--- config.mk ---
export PLATFORM = sky130hd
export DESIGN_NAME = timed_fade_engine_unit
export DESIGN_NICKNAME = d
export VERILOG_FILES = /design/src/design/tfe_pkg.sv /design/src/design/timed_fade_engine_unit.sv /design/src/design/tfe_divider.sv
export SDC_FILE = /design/constraint.sdc
export NUM_CORES = 2
export LEC_CHECK = 0
export ABC_AREA = 0
export BUFFER_PORTS_ARGS = -buffer_cell sky130_fd_sc_hd__clkbuf_2
export CORE_MARGIN = 1
export CORE_UTILIZATION = 47
export DETAILED_ROUTE_END_ITERATION = 8
export PLACE_DENSITY_LB_ADDON = 0.1
export SYNTH_ARGS = -nofsm -noshare
export SYNTH_HDL_FRONTEND = slang
export SYNTH_HIERARCHICAL = 1
export SYNTH_SLANG_ARGS = --single-unit
--- constraint.sdc ---
create_clock -name clk_i -period 11.2 [get_ports clk_i]
set_input_delay 1.12 -clock clk_i [delete_from_list [all_inputs] [get_ports clk_i]]
set_output_delay 1.12 -clock clk_i [all_outputs]
set_load 0.01 [all_outputs]
--- src/design/tfe_pkg.sv ---
// ----------------------------------------------------------------------------
// tfe_pkg
// Shared constants and types of the timed fade engine: command codes,
// fixed-point widths and the divider request and response bundles.
// ----------------------------------------------------------------------------
package tfe_pkg;

  localparam int NUM_SLOTS  = 16;
  localparam int SLOT_W     = 4;
  localparam int LVL_W      = 8;
  localparam int MAX_LEVEL  = 255;
  localparam int FRAC_BITS  = 16;
  localparam int TICKS_W    = 16;
  localparam int POS_W      = LVL_W + FRAC_BITS;
  localparam int DIV_CNT_W  = $clog2(POS_W);

  localparam logic [2:0] CMD_SET_LEVEL  = 3'd0;
  localparam logic [2:0] CMD_START_FADE = 3'd1;
  localparam logic [2:0] CMD_STOP_FADE  = 3'd2;
  localparam logic [2:0] CMD_TICK       = 3'd3;
  localparam logic [2:0] CMD_READ_LEVEL = 3'd4;

  typedef struct packed {
    logic               start;
    logic [POS_W-1:0]   dividend;
    logic [TICKS_W-1:0] divisor;
  } tfe_div_req_t;

  typedef struct packed {
    logic             done;
    logic [POS_W-1:0] quotient;
  } tfe_div_rsp_t;

endpackage

--- src/design/timed_fade_engine_unit.sv ---
// ----------------------------------------------------------------------------
// timed_fade_engine_unit
// Sixteen fader slots, each with a level and an optional linear fade that a
// tick advances by a fixed-point step.
// ----------------------------------------------------------------------------
// Set, stop and unknown commands are done in the idle state. A start waits in
// the division state for the one-bit-per-cycle divider that works out the
// 24-bit step. A read loads the output register, and a tick walks all sixteen
// slots, updating and reporting one slot per cycle through the output register
// unless stalled. The block takes no new transaction until the current one
// is finished, while a finished result may still wait in the output register.
module timed_fade_engine_unit
  import tfe_pkg::*;
(
  input  logic               clk_i,
  input  logic               rst_ni,
  input  logic               in_valid_i,
  output logic               in_stall_o,
  input  logic [2:0]         cmd_i,
  input  logic [SLOT_W-1:0]  slot_i,
  input  logic [LVL_W-1:0]   level_value_i,
  input  logic [TICKS_W-1:0] fade_ticks_i,
  output logic               out_valid_o,
  input  logic               out_stall_i,
  output logic [SLOT_W-1:0]  out_slot_o,
  output logic [LVL_W-1:0]   out_level_o,
  output logic               fading_o,
  output logic               last_o
);

  localparam logic [1:0] ST_IDLE = 2'd0;
  localparam logic [1:0] ST_DIV  = 2'd1;
  localparam logic [1:0] ST_TICK = 2'd2;
  localparam logic [1:0] ST_READ = 2'd3;

  logic [1:0]        state_q, state_d;
  logic [SLOT_W-1:0] slot_q, slot_d;

  logic [LVL_W-1:0]   level_q  [NUM_SLOTS];
  logic [NUM_SLOTS-1:0] active_q;
  logic [NUM_SLOTS-1:0] up_q;
  logic [LVL_W-1:0]   target_q [NUM_SLOTS];
  logic [POS_W-1:0]   pos_q    [NUM_SLOTS];
  logic [POS_W-1:0]   step_q   [NUM_SLOTS];

  logic               out_valid_q;
  logic [SLOT_W-1:0]  out_slot_q;
  logic [LVL_W-1:0]   out_level_q;
  logic               out_fading_q;
  logic               out_last_q;

  logic in_accept;
  logic out_free;
  logic out_load;

  tfe_div_req_t div_req;
  tfe_div_rsp_t div_rsp;

  logic [LVL_W-1:0]   in_tgt;
  logic [LVL_W-1:0]   in_cur;
  logic [LVL_W-1:0]   in_dist;
  logic [TICKS_W-1:0] in_ticks;

  logic [POS_W-1:0] adv_tgt;
  logic [POS_W-1:0] adv_pos;
  logic [POS_W-1:0] adv_step;
  logic [POS_W-1:0] adv_diff;
  logic             adv_reach;
  logic [POS_W-1:0] adv_new;
  logic [POS_W:0]   adv_round;
  logic [LVL_W:0]   adv_lvl_wide;
  logic [LVL_W-1:0] adv_lvl;
  logic [LVL_W-1:0] tick_lvl;
  logic             tick_active;

  assign in_stall_o = state_q != ST_IDLE;
  assign in_accept  = in_valid_i && !in_stall_o;
  assign out_free   = !out_valid_q || !out_stall_i;
  assign out_load   = out_free && (state_q == ST_TICK || state_q == ST_READ);

  tfe_divider u_divider (
    .clk_i  (clk_i),
    .rst_ni (rst_ni),
    .req_i  (div_req),
    .rsp_o  (div_rsp)
  );

  assign in_tgt   = (32'(level_value_i) > MAX_LEVEL) ? LVL_W'(MAX_LEVEL) : level_value_i;
  assign in_cur   = level_q[slot_i];
  assign in_dist  = (in_cur < in_tgt) ? (in_tgt - in_cur) : (in_cur - in_tgt);
  assign in_ticks = (fade_ticks_i == '0) ? TICKS_W'(1) : fade_ticks_i;

  assign div_req.start    = in_accept && cmd_i == CMD_START_FADE;
  assign div_req.dividend = {in_dist, {FRAC_BITS{1'b0}}} + POS_W'(in_ticks) - POS_W'(1);
  assign div_req.divisor  = in_ticks;

  assign adv_tgt   = {target_q[slot_q], {FRAC_BITS{1'b0}}};
  assign adv_pos   = pos_q[slot_q];
  assign adv_step  = step_q[slot_q];
  assign adv_diff  = up_q[slot_q] ? (adv_tgt - adv_pos) : (adv_pos - adv_tgt);
  assign adv_reach = up_q[slot_q] ? (adv_pos >= adv_tgt) : (adv_pos <= adv_tgt);

  always_comb begin
    if (adv_reach || adv_diff <= adv_step) begin
      adv_new = adv_tgt;
    end else if (up_q[slot_q]) begin
      adv_new = adv_pos + adv_step;
    end else begin
      adv_new = adv_pos - adv_step;
    end
  end

  assign adv_round    = {1'b0, adv_new} + (POS_W + 1)'(1 << (FRAC_BITS - 1));
  assign adv_lvl_wide = adv_round[POS_W:FRAC_BITS];
  assign adv_lvl      = (32'(adv_lvl_wide) > MAX_LEVEL) ? LVL_W'(MAX_LEVEL)
                                                        : adv_lvl_wide[LVL_W-1:0];

  assign tick_lvl    = active_q[slot_q] ? adv_lvl : level_q[slot_q];
  assign tick_active = active_q[slot_q] && (adv_new != adv_tgt);

  always_comb begin
    state_d = state_q;
    slot_d  = slot_q;
    case (state_q)
      ST_IDLE: begin
        if (in_accept) begin
          slot_d = slot_i;
          case (cmd_i)
            CMD_START_FADE: state_d = ST_DIV;
            CMD_TICK: begin
              state_d = ST_TICK;
              slot_d  = '0;
            end
            CMD_READ_LEVEL: state_d = ST_READ;
            default: state_d = ST_IDLE;
          endcase
        end
      end
      ST_DIV: begin
        if (div_rsp.done) begin
          state_d = ST_IDLE;
        end
      end
      ST_TICK: begin
        if (out_load) begin
          slot_d = slot_q + 1'b1;
          if (slot_q == SLOT_W'(NUM_SLOTS - 1)) begin
            state_d = ST_IDLE;
          end
        end
      end
      ST_READ: begin
        if (out_load) begin
          state_d = ST_IDLE;
        end
      end
      default: state_d = ST_IDLE;
    endcase
  end

  always_ff @(posedge clk_i or negedge rst_ni) begin
    if (!rst_ni) begin
      state_q     <= ST_IDLE;
      slot_q      <= '0;
      out_valid_q <= 1'b0;
      active_q    <= '0;
      up_q        <= '0;
      for (int i = 0; i < NUM_SLOTS; i++) begin
        level_q[i] <= '0;
      end
    end else begin
      state_q <= state_d;
      slot_q  <= slot_d;
      if (out_load) begin
        out_valid_q <= 1'b1;
      end else if (!out_stall_i) begin
        out_valid_q <= 1'b0;
      end
      if (in_accept) begin
        case (cmd_i)
          CMD_SET_LEVEL: begin
            active_q[slot_i] <= 1'b0;
            level_q[slot_i]  <= in_tgt;
          end
          CMD_START_FADE: begin
            active_q[slot_i] <= 1'b0;
            up_q[slot_i]     <= in_cur < in_tgt;
          end
          CMD_STOP_FADE: active_q[slot_i] <= 1'b0;
          default: ;
        endcase
      end
      if (state_q == ST_DIV && div_rsp.done) begin
        active_q[slot_q] <= 1'b1;
      end
      if (state_q == ST_TICK && out_load) begin
        active_q[slot_q] <= tick_active;
        level_q[slot_q]  <= tick_lvl;
      end
    end
  end

  always_ff @(posedge clk_i) begin
    if (in_accept && cmd_i == CMD_START_FADE) begin
      target_q[slot_i] <= in_tgt;
      pos_q[slot_i]    <= {in_cur, {FRAC_BITS{1'b0}}};
    end
    if (state_q == ST_DIV && div_rsp.done) begin
      step_q[slot_q] <= div_rsp.quotient;
    end
    if (state_q == ST_TICK && out_load && active_q[slot_q]) begin
      pos_q[slot_q] <= adv_new;
    end
    if (out_load) begin
      out_slot_q <= slot_q;
      if (state_q == ST_TICK) begin
        out_level_q  <= tick_lvl;
        out_fading_q <= tick_active;
        out_last_q   <= slot_q == SLOT_W'(NUM_SLOTS - 1);
      end else begin
        out_level_q  <= level_q[slot_q];
        out_fading_q <= active_q[slot_q];
        out_last_q   <= 1'b1;
      end
    end
  end

  assign out_valid_o = out_valid_q;
  assign out_slot_o  = out_slot_q;
  assign out_level_o = out_level_q;
  assign fading_o    = out_fading_q;
  assign last_o      = out_last_q;

`ifndef NO_ASSERTIONS
  a_done_in_div: assert property (@(posedge clk_i) disable iff (!rst_ni)
    div_rsp.done |-> state_q == ST_DIV)
    else $error("divider finished outside the division state");

  a_no_result_idle_div: assert property (@(posedge clk_i) disable iff (!rst_ni)
    (state_q == ST_IDLE || state_q == ST_DIV) |=> !$rose(out_valid_q))
    else $error("result produced without a tick or read");

  a_tick_walk: assert property (@(posedge clk_i) disable iff (!rst_ni)
    (state_q == ST_TICK && out_load && slot_q != SLOT_W'(NUM_SLOTS - 1))
      |=> state_q == ST_TICK && slot_q == $past(slot_q) + 1'b1)
    else $error("tick sequencer skipped a slot");

  a_tick_hold: assert property (@(posedge clk_i) disable iff (!rst_ni)
    (state_q == ST_TICK && !out_load) |=> $stable(slot_q))
    else $error("tick sequencer advanced while the output was stalled");
`endif

endmodule

--- src/design/tfe_divider.sv ---
// ----------------------------------------------------------------------------
// tfe_divider
// Restoring radix-2 divider that produces one quotient bit per cycle and
// pulses done when the full quotient is available.
// ----------------------------------------------------------------------------
module tfe_divider
  import tfe_pkg::*;
(
  input  logic         clk_i,
  input  logic         rst_ni,
  input  tfe_div_req_t req_i,
  output tfe_div_rsp_t rsp_o
);

  logic                 busy_q, busy_d;
  logic                 done_q, done_d;
  logic [DIV_CNT_W-1:0] cnt_q, cnt_d;
  logic [POS_W-1:0]     quo_q, quo_d;
  logic [TICKS_W-1:0]   rem_q, rem_d;
  logic [TICKS_W-1:0]   dvs_q, dvs_d;
  logic [TICKS_W:0]     rem_sh;
  logic [TICKS_W:0]     rem_sub;
  logic                 fits;

  assign rem_sh  = {rem_q, quo_q[POS_W-1]};
  assign rem_sub = rem_sh - {1'b0, dvs_q};
  assign fits    = rem_sh >= {1'b0, dvs_q};

  always_comb begin
    busy_d = busy_q;
    done_d = 1'b0;
    cnt_d  = cnt_q;
    quo_d  = quo_q;
    rem_d  = rem_q;
    dvs_d  = dvs_q;
    if (req_i.start) begin
      busy_d = 1'b1;
      cnt_d  = '0;
      quo_d  = req_i.dividend;
      rem_d  = '0;
      dvs_d  = req_i.divisor;
    end else if (busy_q) begin
      quo_d = {quo_q[POS_W-2:0], fits};
      rem_d = fits ? rem_sub[TICKS_W-1:0] : rem_sh[TICKS_W-1:0];
      cnt_d = cnt_q + 1'b1;
      if (cnt_q == DIV_CNT_W'(POS_W - 1)) begin
        busy_d = 1'b0;
        done_d = 1'b1;
      end
    end
  end

  always_ff @(posedge clk_i or negedge rst_ni) begin
    if (!rst_ni) begin
      busy_q <= 1'b0;
      done_q <= 1'b0;
      cnt_q  <= '0;
    end else begin
      busy_q <= busy_d;
      done_q <= done_d;
      cnt_q  <= cnt_d;
    end
  end

  always_ff @(posedge clk_i) begin
    quo_q <= quo_d;
    rem_q <= rem_d;
    dvs_q <= dvs_d;
  end

  assign rsp_o.done     = done_q;
  assign rsp_o.quotient = quo_q;

endmodule
==> flow_summary.toml <==
[critical_path]
arrival_ns = 9.79
crit_fanout = 39
end_kind = "flop"
required_ns = 11.78
criticalPathCategory = "reg2reg"
startpoint_type = "flop"

[routing]
first_pass_iters = 6
detail_route.wl_per_cell_um = 29.3
ant_nets = 0
drcViolationCount = 0
drt_first_iter_violations = 3754
routed_wl_um = 150000
num_vias = 32300
viasPerCell = 6.31

[synthesis]
synth.ff_latch_count = 1140
synth.most_common_cell = "edfxtp_1"
synth_area_leaders = "edfxtp_1, mux4_2, dfrtp_1, ha_1, a21oi_1"
synth_area_leader_cell = "edfxtp_1"
syn_area_per_cell_um2 = 15.4
synthArstFlopShare_pct = 15.3
synth_ff_type = "edfxtp_1"
synth.distinct_cells = 97
syn-num-nets = 3613
synth_edf_count = 950
yosysSeqAreaShare_pct = 62.2
syn-cell-area_um2 = 53400
synth_cells = 3472
synthTopCellsByCount = "edfxtp_1, mux4_2, nor2_1, a21oi_1, nand2_1"
synth-warning-count = 6
synth_top_area_share_pct = 53.4

[finish]
areaGrowthSynthToFinish_pct = 11.2
layout-drive-gt1-share_pct = 23.1
fin_nets = 3655

[power_and_ir_drop]
report.power.total_mw = 19.8
ir_drop_uv = 290
p_leak_nw = 20.9
p_per_area_nw_per_um2 = 334

[timing]
fin_skew_ns = 0.0509
fmax_mhz = 109
tns_ns = 0
period_share_pct = 82.2
tightest_slew_ns = 1.26
finalMaxSlewViolations = 0
rsz0062_at_grt = "false"
hold_violations = 0
setup_viol_count_final = 0
period_minus_slack_ns = 9.21
slew_headroom_pct = 15.7

[global_routing]
gr-usage-met2_pct = 41.3
grt_max_degree = 103
grt_overflow_total = 0
first_global_vias = 32800
antenna_found_initial = 5
gr-usage-met3_pct = 4.08
grt_pass1_wl_um = 222000
busiest_layer = "met2"
grt_use_met1_pct = 37.8
grt.total_usage_pct = 26.2

[placed_design]
io_buffer_count = 50
gp_congestion = 0.928
dp_hpwl_um = 92200

[clock_network]
cts_buffers = 116
clkSinkCount = 1140
htree_levels = 3
clk_latency_ns = 0.75
cts_tree = "built"
clock_path_buffers = 3
cts_root_buffer = "clkbuf_16"
clk_pin_slew_ns = 0.07
cts_setup_buffers = 0
ctsHoldBuffers = 0
cts.repair.resized = 0

[die]
core.rowCount = 123
die-area_um2 = 115000
die_w_um = 339
initial_core_util_pct = 47.5
ios = 51
fp.dieH_um = 339
coreArea_um2 = 112000

[worst_hold_path]
hold_path_class = "in2async"

[run_status]
status = "finished clean"

[run]
drv_cap = 0
==> power breakdown <==
| group | switching, mW | internal (mW) | total, mW |
|---|---|---|---|
| sequential | 0.512 | 5.36 | 5.88 |
| clock | 1.67 | 2.14 | 3.81 |
| combinational | 6.28 | 3.87 | 10.2 |
==> per-layer routing <==
metal	vias up	part of all wire, %	wire [um]
met4	4	2.7	4030
met5	-	0.017	26
met1	16900	43	64900
met2	1254	47	70900
li1	13900	-	-
met3	246	6.6	9890
==> cell usage in the layout (no fill, tap or decap), drive strengths merged, types with 11 or more instances in the layout <==
| master | count |
|---|---|
| a211oi | 126 |
| a21o | 28 |
| a21oi | 218 |
| a221oi | 22 |
| a22o | 19 |
| a22oi | 30 |
| a311oi | 12 |
| a31oi | 31 |
| a32oi | 18 |
| and2 | 16 |
| and3 | 11 |
| buf | 99 |
| clkbuf | 197 |
| clkinv | 59 |
| dfrtp | 174 |
| dfxtp | 16 |
| edfxtp | 950 |
| ha | 101 |
| inv | 99 |
| mux2 | 59 |
| mux2i | 22 |
| mux4 | 335 |
| nand2 | 194 |
| nand3 | 37 |
| nand4 | 27 |
| nor2 | 230 |
| nor2b | 72 |
| nor3 | 57 |
| nor4 | 17 |
| o21a | 13 |
| o21ai | 80 |
| or3 | 12 |
| xnor2 | 56 |
| xor2 | 33 |
==> path summary, 6_finish.rpt <==
kind | from | end | slack (ns) | cells past startpoint
max in group asynchronous | rst_ni | slot_q[0] | 8.90 | 2
min in group clk_i | up_q[3] | up_q[3] | 0.51 | 1
hold / removal | rst_ni | level_q[12] | 0.47 | 1
setup reg to reg | slot_q[0] | level_q[7] | 1.99 | 26
hold reg to reg | up_q[3] | up_q[3] | 0.51 | 1
setup / recovery | slot_q[0] | level_q[7] | 1.99 | 26
==> layout make-up <==
| type | instances | area, um^2 |
|---|---|---|
| Tap cell | 1500 | 1880 |
| Clock buffer | 148 | 3120 |
| Sequential cell | 1140 | 33200 |
| Inverter | 100 | 375 |
| Timing Repair Buffer | 148 | 1030 |
| Antenna cell | 4 | 10.0 |
| Clock inverter | 69 | 601 |
| Multi-Input combinational cell | 2008 | 19200 |
| Fill cell | 9166 | 53100 |
==> stage by stage <==
stage,hold WS (ns),std cells,utilization (%),setup slack (ns),cell area (um^2)
6_report,0.472,5117,52.8,1.99,59400
5_1_grt,0.526,5114,52.8,1.30,59400
4_1_cts,0.495,5113,52.8,2.01,59400
3_5_place_dp,0.494,4896,49.5,2.02,55600
3_3_place_gp,0.487,4896,49.5,2.12,55600
2_1_floorplan,0.456,3472,-,1.60,53400
==> state kept, by name (all words and copies together) (netlist names), 2 cells and up <==
name and cells:
active_q 16, level_q 128, slot_q 4, out_level_o 8, u_divider/quo_q 24, out_slot_o 4, step_q 384, u_divider/dvs_q 16
u_divider/rem_q 16, up_q 16, pos_q 384, state_q 2, u_divider/cnt_q 5, target_q 128
==> kinds of logic (layout without fill, tap and decap cells) <==
logic type / after synthesis / after routing / synth area share (%)
flops: 1140 / 1140 / 62.2
simple gates: 716 / 716 / 6.41
compound gates: 678 / 678 / 8.83
mux: 416 / 416 / 15.8
buf+inv: 324 / 465 / 2.65
fa+ha+maj: 106 / 106 / 2.55
xor+xnor: 92 / 92 / 1.59
other cells: 0 / 4 / 0
==> critical path, cell delays in order (launching register included) <==
cell and delay (ns):
dfrtp_4 0.94, buf_4 0.51, mux4_2 0.55, mux4_2 0.59, ha_1 0.30, fa_1 0.48
a31oi_1 0.22, o21ai_0 0.17, a2111oi_0 0.46, a211oi_1 0.12, xor2_1 0.18, ha_1 0.32
nand4_1 0.12, or4_1 0.51, nor2_1 0.16, a211oi_1 0.10, o211ai_1 0.13, and4_1 0.37
nand2_1 0.33, nor2_1 0.20, ha_1 0.23, o211ai_1 0.13, nor4_1 0.32, o22a_2 0.27
or4b_4 0.49, a41oi_4 0.67, a21oi_1 0.18
Power figures use the tool's default switching activity.
